[src/b32e_pkg.sv]
// Shared types, constants and the symbol lookup for the base32 byte-stream encoder.
// No dependencies; every other file of the encoder imports this package.
`default_nettype none

package b32e_pkg;

    // Alphabet string; character i sits at bits [8*(31-i) +: 8].
    localparam logic [255:0] ALPHA_STR = "23456789abcdefghijkmnpqrstuvwxyz";
    localparam int unsigned  MAX_SYMS  = 3;
    localparam logic [2:0]   GROUP_W   = 3'd5;
    localparam logic [3:0]   BYTE_W    = 4'd8;
    localparam logic [3:0]   TWO_GROUP = 4'd10;

    typedef struct packed {
        logic [7:0] data_byte;
        logic       end_of_message;
    } t_in;

    typedef struct packed {
        logic [6:0] symbol_char;
        logic       last_symbol;
    } t_out;

    // Up to three symbols produced by one byte, slot 0 goes out first.
    typedef struct packed {
        logic [1:0]       num;
        t_out [MAX_SYMS-1:0] sym;
    } t_sym_grp;

    function automatic logic [6:0] sym_char(input logic [4:0] idx);
        logic [7:0] c;
        c = ALPHA_STR[{~idx, 3'b000} +: 8];
        return c[6:0];
    endfunction

endpackage

`default_nettype wire

[src/base32_byte_stream_encoder.sv]
// Top level of the base32 byte-stream encoder (unpadded, custom alphabet).
// Depends on b32e_pkg, b32e_pack and b32e_outq.
//
// Usage:
//   Input channel: i_in_valid / o_in_stall with i_in_data (one byte plus an
//   end-of-message flag). A byte is taken at a clock edge where i_in_valid is
//   high and o_in_stall is low.
//   Output channel: o_out_valid / i_out_stall with o_out_data (one ASCII
//   symbol plus a last-symbol mark). A symbol leaves at an edge where
//   o_out_valid is high and i_out_stall is low.
//   Each byte yields one to three symbols, all computed in the cycle it is
//   taken and held in a small result register; the first symbol is valid
//   in the cycle after the input transaction, then one symbol per cycle
//   follows while i_out_stall is low. A byte makes one or two symbols (three
//   on a final flush), sent out one at a time by the single output port.
//   The next byte is taken in the same cycle the last held symbol leaves.
//   Stall: while i_out_stall is high the held symbol stays put. o_in_stall is
//   high while more than one symbol is held, and also while the last held
//   symbol is stalled.
//   Reset (i_rst_n low, synchronous): carried bits and the symbol count of
//   the result register are cleared; the block starts a fresh message.
`default_nettype none

module base32_byte_stream_encoder (
    input  wire               i_clk,
    input  wire               i_rst_n,
    input  wire               i_in_valid,
    output logic              o_in_stall,
    input  b32e_pkg::t_in     i_in_data,
    output logic              o_out_valid,
    input  wire               i_out_stall,
    output b32e_pkg::t_out    o_out_data
);
    import b32e_pkg::*;

    t_sym_grp grp;
    logic     load_ok;
    logic     accept;

    // Accept a byte whenever the result register can take its symbols.
    assign o_in_stall = !load_ok;
    assign accept     = i_in_valid && load_ok;

    // Split the byte into groups and advance the carried bits.
    b32e_pack u_pack (
        .i_clk    (i_clk),
        .i_rst_n  (i_rst_n),
        .i_accept (accept),
        .i_data   (i_in_data),
        .o_grp    (grp)
    );

    // Hold the symbols and send them one per transaction.
    b32e_outq u_outq (
        .i_clk     (i_clk),
        .i_rst_n   (i_rst_n),
        .i_load    (accept),
        .i_grp     (grp),
        .o_load_ok (load_ok),
        .o_valid   (o_out_valid),
        .i_stall   (i_out_stall),
        .o_data    (o_out_data)
    );

endmodule

`default_nettype wire

[src/b32e_pack.sv]
// Bit packer: holds the carried bits and splits each byte into 5-bit groups.
// Depends on b32e_pkg for the payload types and the alphabet lookup.
`default_nettype none

module b32e_pack (
    input  wire                i_clk,
    input  wire                i_rst_n,
    input  wire                i_accept,
    input  b32e_pkg::t_in      i_data,
    output b32e_pkg::t_sym_grp o_grp
);
    import b32e_pkg::*;

    logic [3:0]  r_bits, n_bits;
    logic [2:0]  r_cnt,  n_cnt;

    logic [11:0] acc;
    logic [3:0]  total;
    logic        two;
    logic [2:0]  rem;
    logic [3:0]  sh0, sh1;
    logic [11:0] sh_a0, sh_a1;
    logic [4:0]  g0, g1;
    logic [4:0]  mask5;
    logic [3:0]  left;
    logic [4:0]  left5, flush;
    logic        fin, has_flush;

    always_comb begin
        fin   = i_data.end_of_message;
        acc   = {r_bits, i_data.data_byte};
        total = {1'b0, r_cnt} + BYTE_W;
        two   = (total >= TWO_GROUP);
        sh0   = total - {1'b0, GROUP_W};
        sh1   = total - TWO_GROUP;
        rem   = two ? sh1[2:0] : sh0[2:0];
        sh_a0 = acc >> sh0;
        sh_a1 = acc >> sh1;
        g0    = sh_a0[4:0];
        g1    = sh_a1[4:0];
        mask5 = (5'd1 << rem) - 5'd1;
        left  = acc[3:0] & mask5[3:0];
        left5 = {1'b0, left};
        flush = left5 << (GROUP_W - rem);
        has_flush = fin && (rem != 3'd0);

        o_grp.num = 2'd1 + {1'b0, two} + {1'b0, has_flush};
        o_grp.sym[0].symbol_char = sym_char(g0);
        o_grp.sym[0].last_symbol = fin && !two && (rem == 3'd0);
        o_grp.sym[1].symbol_char = sym_char(two ? g1 : flush);
        o_grp.sym[1].last_symbol = two ? (fin && (rem == 3'd0)) : 1'b1;
        o_grp.sym[2].symbol_char = sym_char(flush);
        o_grp.sym[2].last_symbol = 1'b1;

        // Drop the carry at message end, otherwise keep what is left over.
        n_bits = r_bits;
        n_cnt  = r_cnt;
        if (i_accept) begin
            n_bits = fin ? 4'd0 : left;
            n_cnt  = fin ? 3'd0 : rem;
        end
    end

    always_ff @(posedge i_clk) begin
        if (!i_rst_n) begin
            r_bits <= 4'd0;
            r_cnt  <= 3'd0;
        end else begin
            r_bits <= n_bits;
            r_cnt  <= n_cnt;
        end
    end

endmodule

`default_nettype wire

[src/b32e_outq.sv]
// Result register: holds one byte's symbols, sends one per cycle unless stalled.
// Depends on b32e_pkg for the payload types.
`default_nettype none

module b32e_outq (
    input  wire                i_clk,
    input  wire                i_rst_n,
    input  wire                i_load,
    input  b32e_pkg::t_sym_grp i_grp,
    output logic               o_load_ok,
    output logic               o_valid,
    input  wire                i_stall,
    output b32e_pkg::t_out     o_data
);
    import b32e_pkg::*;

    logic [1:0]                r_num, n_num;
    t_out [MAX_SYMS-1:0]       r_sym, n_sym;
    logic                      take;

    always_comb begin
        o_valid   = (r_num != 2'd0);
        o_data    = r_sym[0];
        take      = o_valid && !i_stall;
        // Take a new byte once the held symbols are gone or the last one leaves now.
        o_load_ok = (r_num == 2'd0) || ((r_num == 2'd1) && !i_stall);

        n_num = r_num;
        n_sym = r_sym;
        if (i_load) begin
            n_num = i_grp.num;
            n_sym = i_grp.sym;
        end else if (take) begin
            n_num = r_num - 2'd1;
            n_sym = {r_sym[MAX_SYMS-1], r_sym[MAX_SYMS-1:1]};
        end
    end

    always_ff @(posedge i_clk) begin
        if (!i_rst_n) begin
            r_num <= 2'd0;
        end else begin
            r_num <= n_num;
        end
        r_sym <= n_sym;
    end

endmodule

`default_nettype wire
[config.mk]
export PLATFORM = sky130hd
export DESIGN_NAME = base32_byte_stream_encoder
export DESIGN_NICKNAME = d
export VERILOG_FILES = /design/src/b32e_pkg.sv /design/src/base32_byte_stream_encoder.sv /design/src/b32e_pack.sv /design/src/b32e_outq.sv
export SDC_FILE = /design/constraint.sdc
export NUM_CORES = 1
export LEC_CHECK = 0
export BUFFER_PORTS_ARGS = -buffer_cell sky130_fd_sc_hd__buf_2
export CORE_MARGIN = 2
export CORE_UTILIZATION = 25
export CTS_BUF_LIST = sky130_fd_sc_hd__clkbuf_8
export DETAILED_ROUTE_END_ITERATION = 10
export PLACE_DENSITY_LB_ADDON = 0.08
export SYNTH_ARGS = -nofsm -noshare
export SYNTH_HDL_FRONTEND = slang
export SYNTH_HIERARCHICAL = 1
export SYNTH_SLANG_ARGS = --single-unit
[constraint.sdc]
create_clock -name i_clk -period 4.55 [get_ports i_clk]
set_clock_uncertainty 0.05 [all_clocks]
set_input_delay 0.6825 -clock i_clk [delete_from_list [all_inputs] [get_ports i_clk]]
set_output_delay 0.6825 -clock i_clk [all_outputs]
set_load 0.01 [all_outputs]
======== Yosys cells after proc, flatten, opt, wreduce, memory -nomap -nowiden ========
Index checks and enable logic that the tools add are counted.
cells by class
  $lt $le $gt $ge ......................... 1
  reduce and logical (&&, ||, !) cells .... 16
  bitwise logic cells ..................... 4
  equal/unequal tests ..................... 1
  multiplexer cells ....................... 9
  add/sub/neg operators ................... 8
  shift operators ......................... 7
operators by type and width
  operator                                                                      number
  256-bit by 9-bit indexed part select with 7-bit output, first input constant  3
  24-bit 2-to-1 mux                                                             1
  12-bit by 4-bit >> shifter with 5-bit output                                  2
  16-bit 2-to-1 mux                                                             1
  5-bit inverter                                                                3
  1-bit logical AND                                                             7
  3-bit 2-to-1 mux                                                              2
  5-bit 2-to-1 mux                                                              1
  4-bit by 3-bit << shifter with 5-bit output                                   1
  3-bit by 4-bit adder with 4-bit output, second input constant                 1
  4-bit AND                                                                     1
  4-bit greater-or-equal comparator, second input constant                      1
  2-bit 2-to-1 mux                                                              2
  4-bit 2-to-1 mux                                                              1
  2-bit nonzero test                                                            2
  1-bit by 3-bit << shifter with 4-bit output, first input constant             1
  4-bit by 1-bit subtractor with 4-bit output, second input constant            1
  4-bit by 3-bit subtractor with 4-bit output, second input constant            1
  4-bit subtractor, second input constant                                       1
  1-bit logical NOT                                                             3
  3-bit logical NOT                                                             1
  3-bit nonzero test                                                            1
  3-bit subtractor, first input constant                                        1
  1-bit by 1-bit adder with 2-bit output, first input constant                  1
  other kinds (6)                                                               6
word-level totals
  register bits after elaboration ......... 32
  logic and storage cells ................. 54
  input bits .............................. 13
  output and inout port bits .............. 10

======== Longest topological paths before layout ========
  depth in word-level cells ............... 11
  depth in mapped cells ................... 17
  mapped depth without buffers ............ 14

======== Hierarchy ========
The synthesis kept the hierarchy.
modules (own cells, without submodules)
  module                      sequential area each (sq um)  area an instance (sq um)  cells an instance  instances
  b32e_pack                   140.1                         2407.3                    287                1
  b32e_outq                   760.7                         1178.6                    78                 1
  base32_byte_stream_encoder  0.0                           10.0                      2                  1

======== Worst setup path before layout ========
OpenSTA, ideal clock, no wires.
  path type ............................... flip-flop to flip-flop
  start point ............................. register u_pack.r_cnt[1]
  end point ............................... register u_outq.r_sym (netlist bit u_outq/o_data[1]), data pin
  setup time .............................. 0.260 ns
  period minus slack after synthesis ...... 3.593 ns
  data required time ...................... 4.240 ns
  path slack .............................. 0.957 ns
  cell stages (with the launch flop) ...... 16
  arrival ................................. 3.284 ns
  cells stage by stage .................... dfxtp_1 > buf_4 > inv_1 > ha_1 > xor2_2 > mux4_1 > mux2i_1 > o22a_1 > inv_1 > ha_1 > inv_1 > mux2i_1 > mux2_4 > nor2_1 > a21oi_1 > mux2_2
RTL lines
  element                 line             RTL
  from (decl)             b32e_pack.sv:15  logic [2:0] r_cnt, n_cnt;
  from (signal assigned)  b32e_pack.sv:70  r_cnt <= n_cnt;
  to (signal assigned)    b32e_outq.sv:45  r_sym <= n_sym;
  to (decl)               b32e_outq.sv:18  t_out [MAX_SYMS-1:0] r_sym, n_sym;

==> flow_metrics.env <==
export IMPL_outcome="finished clean"
export IMPL_start_util_pct=25.71
export IMPL_fin_crit_ns=3.852
export IMPL_wl_met3_um=255
export IMPL_reg2reg_depth=14
export IMPL_globalRouteTotalUtil_pct=13.41
export IMPL_finalSetupViolCount=0
export IMPL_vdd_drop_max_mv=0.1172
export IMPL_antenna_found_initial=0
export IMPL_critPathKind="flop to flop"
export IMPL_finalCritPeriodShare_pct=84.65
export IMPL_first_pass_iters=4
export IMPL_drive_above_1_share_pct=23.06
export IMPL_fp_dieW_um=123.9
export IMPL_overflow=0
export IMPL_cp_max_fo=17
export IMPL_syn_to_final_growth_pct=7.864
export IMPL_relSlewSlack_pct=32.28
export IMPL_postCtsSetupRepairBufs=0
export IMPL_hold_buffers=0
export IMPL_vias=2723
export IMPL_clkTransAtPathRegs_ns=0.07
export IMPL_die_area_um2=15360
export IMPL_clock_sinks=33
export IMPL_hp_class="flop to flop"
export IMPL_synth_cell_type_count=63
export IMPL_async_flop_share_pct=0
export IMPL_ys_flop_type="edfxtp_1"
export IMPL_synth_seq_area_share_pct=25.05
export IMPL_setup_slack_ns=0.6983
export IMPL_layout_commonest_cell="mux2i_1"
export IMPL_timing_rr_start="u_pack/r_cnt[2]"
export IMPL_rsz0062_at_grt="no"
export IMPL_rr_endpoint="u_outq/r_sym[11]"
export IMPL_fp_dieH_um=123.9
export IMPL_cts_tree="built"
export IMPL_core_um2=13990
export IMPL_fin_nets=414
export IMPL_io_buffers=22
export IMPL_whs_ns=0.5024
export IMPL_wl_met1_um=4415
export IMPL_cp_slowest_cell="dfxtp_1"
export IMPL_clock_latency_ns=0.29
export IMPL_synth_edf_count=24
export IMPL_place_congestion=0.7689
export IMPL_root_buffer="clkbuf_8"
export IMPL_synth_cells=367
export IMPL_p_leak_nw=1.547
export IMPL_drt_iter0_markers=104
export IMPL_post_dp_hpwl_um=7202
export IMPL_io_pins=23
export IMPL_mostFrequentLayoutCells="mux2i_1 (30), ha_1 (29), inv_1 (28)"
export IMPL_power_density_nw_per_um2=611.5
export IMPL_cts_resized=0
export IMPL_cts_path_max_buffers=2
export IMPL_max_cap_violations=0
export IMPL_wl_per_cell_um=17.30
export IMPL_route_detailed_drc=0
export IMPL_critPathLaunchType="flop"
export IMPL_cpPeakStageDelay_ns=0.52
export IMPL_final_util_pct=27.73
export IMPL_grt_max_degree=29
export IMPL_dr_max_layer_used="met4"
export IMPL_hold_violations=0
export IMPL_wl_um=9567
export IMPL_worstSetupStartpoint="u_pack/r_cnt[2]"
export IMPL_syn_avg_cell_area_um2=9.798
export IMPL_synth_area_um2=3596
export IMPL_max_freq_mhz=259.6
export IMPL_numCtsBuffers=5
export IMPL_end_kind="flop"
export IMPL_ant_nets=0
export IMPL_grt_pass1_vias=2806
export IMPL_arrival_ns=3.84
export IMPL_wl_met2_um=4839
export IMPL_htreeDepth=2
export IMPL_worstMarginPinSlew_ns=1.011
export IMPL_vias_per_cell=4.924
export IMPL_synth_ff_latch_count=33
export IMPL_setup_tns_ns=0
export IMPL_path_cells="inv_1, ha_1, xnor2_2, nand2_1, o21ai_0, nand2_1, mux2_2, inv_1, ha_1, nand4b_1, a21oi_1, a221oi_1, o22ai_1, mux2_2"
export IMPL_rows=43
export IMPL_synth_warning_count=6
export IMPL_grt_pass1_wl_um=15640
export IMPL_reg2reg_slack_ns=0.70
export IMPL_crit_end="u_outq/r_sym[11]"
export IMPL_report_final_slew_viol_count=0
export IMPL_dp_slack_ns=0.7368
export IMPL_diodes=0
export IMPL_cp_required_ns=4.54
-- worst max-delay path, delay by kind of cell (launching register included) --
kind	cells	cell delay [ns]
compound gates	4	0.63
xor+xnor	1	0.40
fa+ha+maj	2	0.68
buf+inv	2	0.28
flops	1	0.52
mux	2	0.67
simple gates	3	0.37
-- Yosys cell counts (3+ instances only) --
| cell type | count | area (um^2) |
|---|---|---|
| ha_1 | 29 | 362.9 |
| nor3b_1 | 3 | 22.52 |
| dfxtp_1 | 9 | 180.2 |
| mux4_2 | 12 | 270.3 |
| nand4_1 | 3 | 18.77 |
| nor2b_1 | 5 | 31.28 |
| o32ai_1 | 4 | 35.03 |
| and2_1 | 17 | 106.4 |
| nor3_1 | 4 | 20.02 |
| and3_1 | 4 | 25.02 |
| buf_6 | 4 | 45.04 |
| a31oi_1 | 4 | 25.02 |
| buf_4 | 15 | 112.6 |
| buf_2 | 5 | 25.02 |
| mux2i_1 | 30 | 300.3 |
| a211oi_1 | 6 | 45.04 |
| mux2_2 | 23 | 259.0 |
| nor2_1 | 17 | 63.81 |
| a221oi_1 | 3 | 26.28 |
| o21ai_0 | 13 | 65.06 |
| edfxtp_1 | 24 | 720.7 |
| nand2b_1 | 4 | 25.02 |
| nand2_1 | 21 | 78.83 |
| a21oi_1 | 15 | 75.07 |
| clkbuf_1 | 9 | 33.78 |
| inv_1 | 27 | 101.4 |
| nand3_1 | 7 | 35.03 |
| a21o_1 | 3 | 22.52 |
-- cell families after synthesis --
| logic type | share of synthesized area, % |
|---|---|
| flops | 25.05 |
| fa+ha+maj | 10.09 |
| simple gates | 13.67 |
| buf+inv | 9.047 |
| compound gates | 15.03 |
| mux | 24.22 |
| xor+xnor | 2.784 |
| other cells | 0.1043 |
-- report_power, final --
| part | total, W | switching, W | internal, W |
|---|---|---|---|
| clock | 0.000272 | 0.000113 | 0.000159 |
| combinational | 0.00157 | 0.000907 | 0.000664 |
| sequential | 0.000529 | 0.0000400 | 0.000489 |
-- state kept, by name (all words and copies together) (netlist names) --
signal,flops
u_outq/r_num,2
u_pack/r_bits,4
u_outq/o_data,8
u_pack/r_cnt,3
u_outq/r_sym,16
-- worst min path at each step --
stage                           startpoint          endpoint  cells past startpoint
after detailed placement  u_outq/r_sym[12]  u_outq/o_data[4]                      1
after CTS                 u_outq/r_sym[14]  u_outq/o_data[6]                      1
after global placement    u_outq/r_sym[22]  u_outq/r_sym[14]                      1
after global routing      u_outq/r_sym[14]  u_outq/o_data[6]                      1
after floorplan           u_pack/r_bits[3]  u_pack/r_bits[3]                      2
final                     u_outq/r_sym[14]  u_outq/o_data[6]                      1
-- final cells by class --
class	count	area (um^2)
fill	1509	10110
multi-input combinational	275	2382
sequential	33	900.9
tap	180	225.2
timing repair buffer	28	155.1
inverter	29	108.9
clock buffer	5	68.82
clock inverter	3	37.54
-- routing by layer --
metal / GRT usage, % / vias up
li1: - / 1351
met1: 17.57 / 1329
met2: 23.66 / 38
met3: 2.106 / 5
met4: 2.107 / 0
met5: 0 / -
-- metrics by stage --
| step | total power, W | std cells | instance area, um^2 |
|---|---|---|---|
| 2_1_floorplan | 0.001793 | 370 | 3607 |
| 3_3_place_gp | 0.002144 | 545 | 3772 |
| 3_5_place_dp | 0.002127 | 545 | 3772 |
| 4_1_cts | 0.002412 | 553 | 3879 |
| 5_1_grt | 0.002627 | 553 | 3879 |
| 6_report | 0.002372 | 553 | 3879 |
Note: power is estimated with default switching activity, not from simulation.
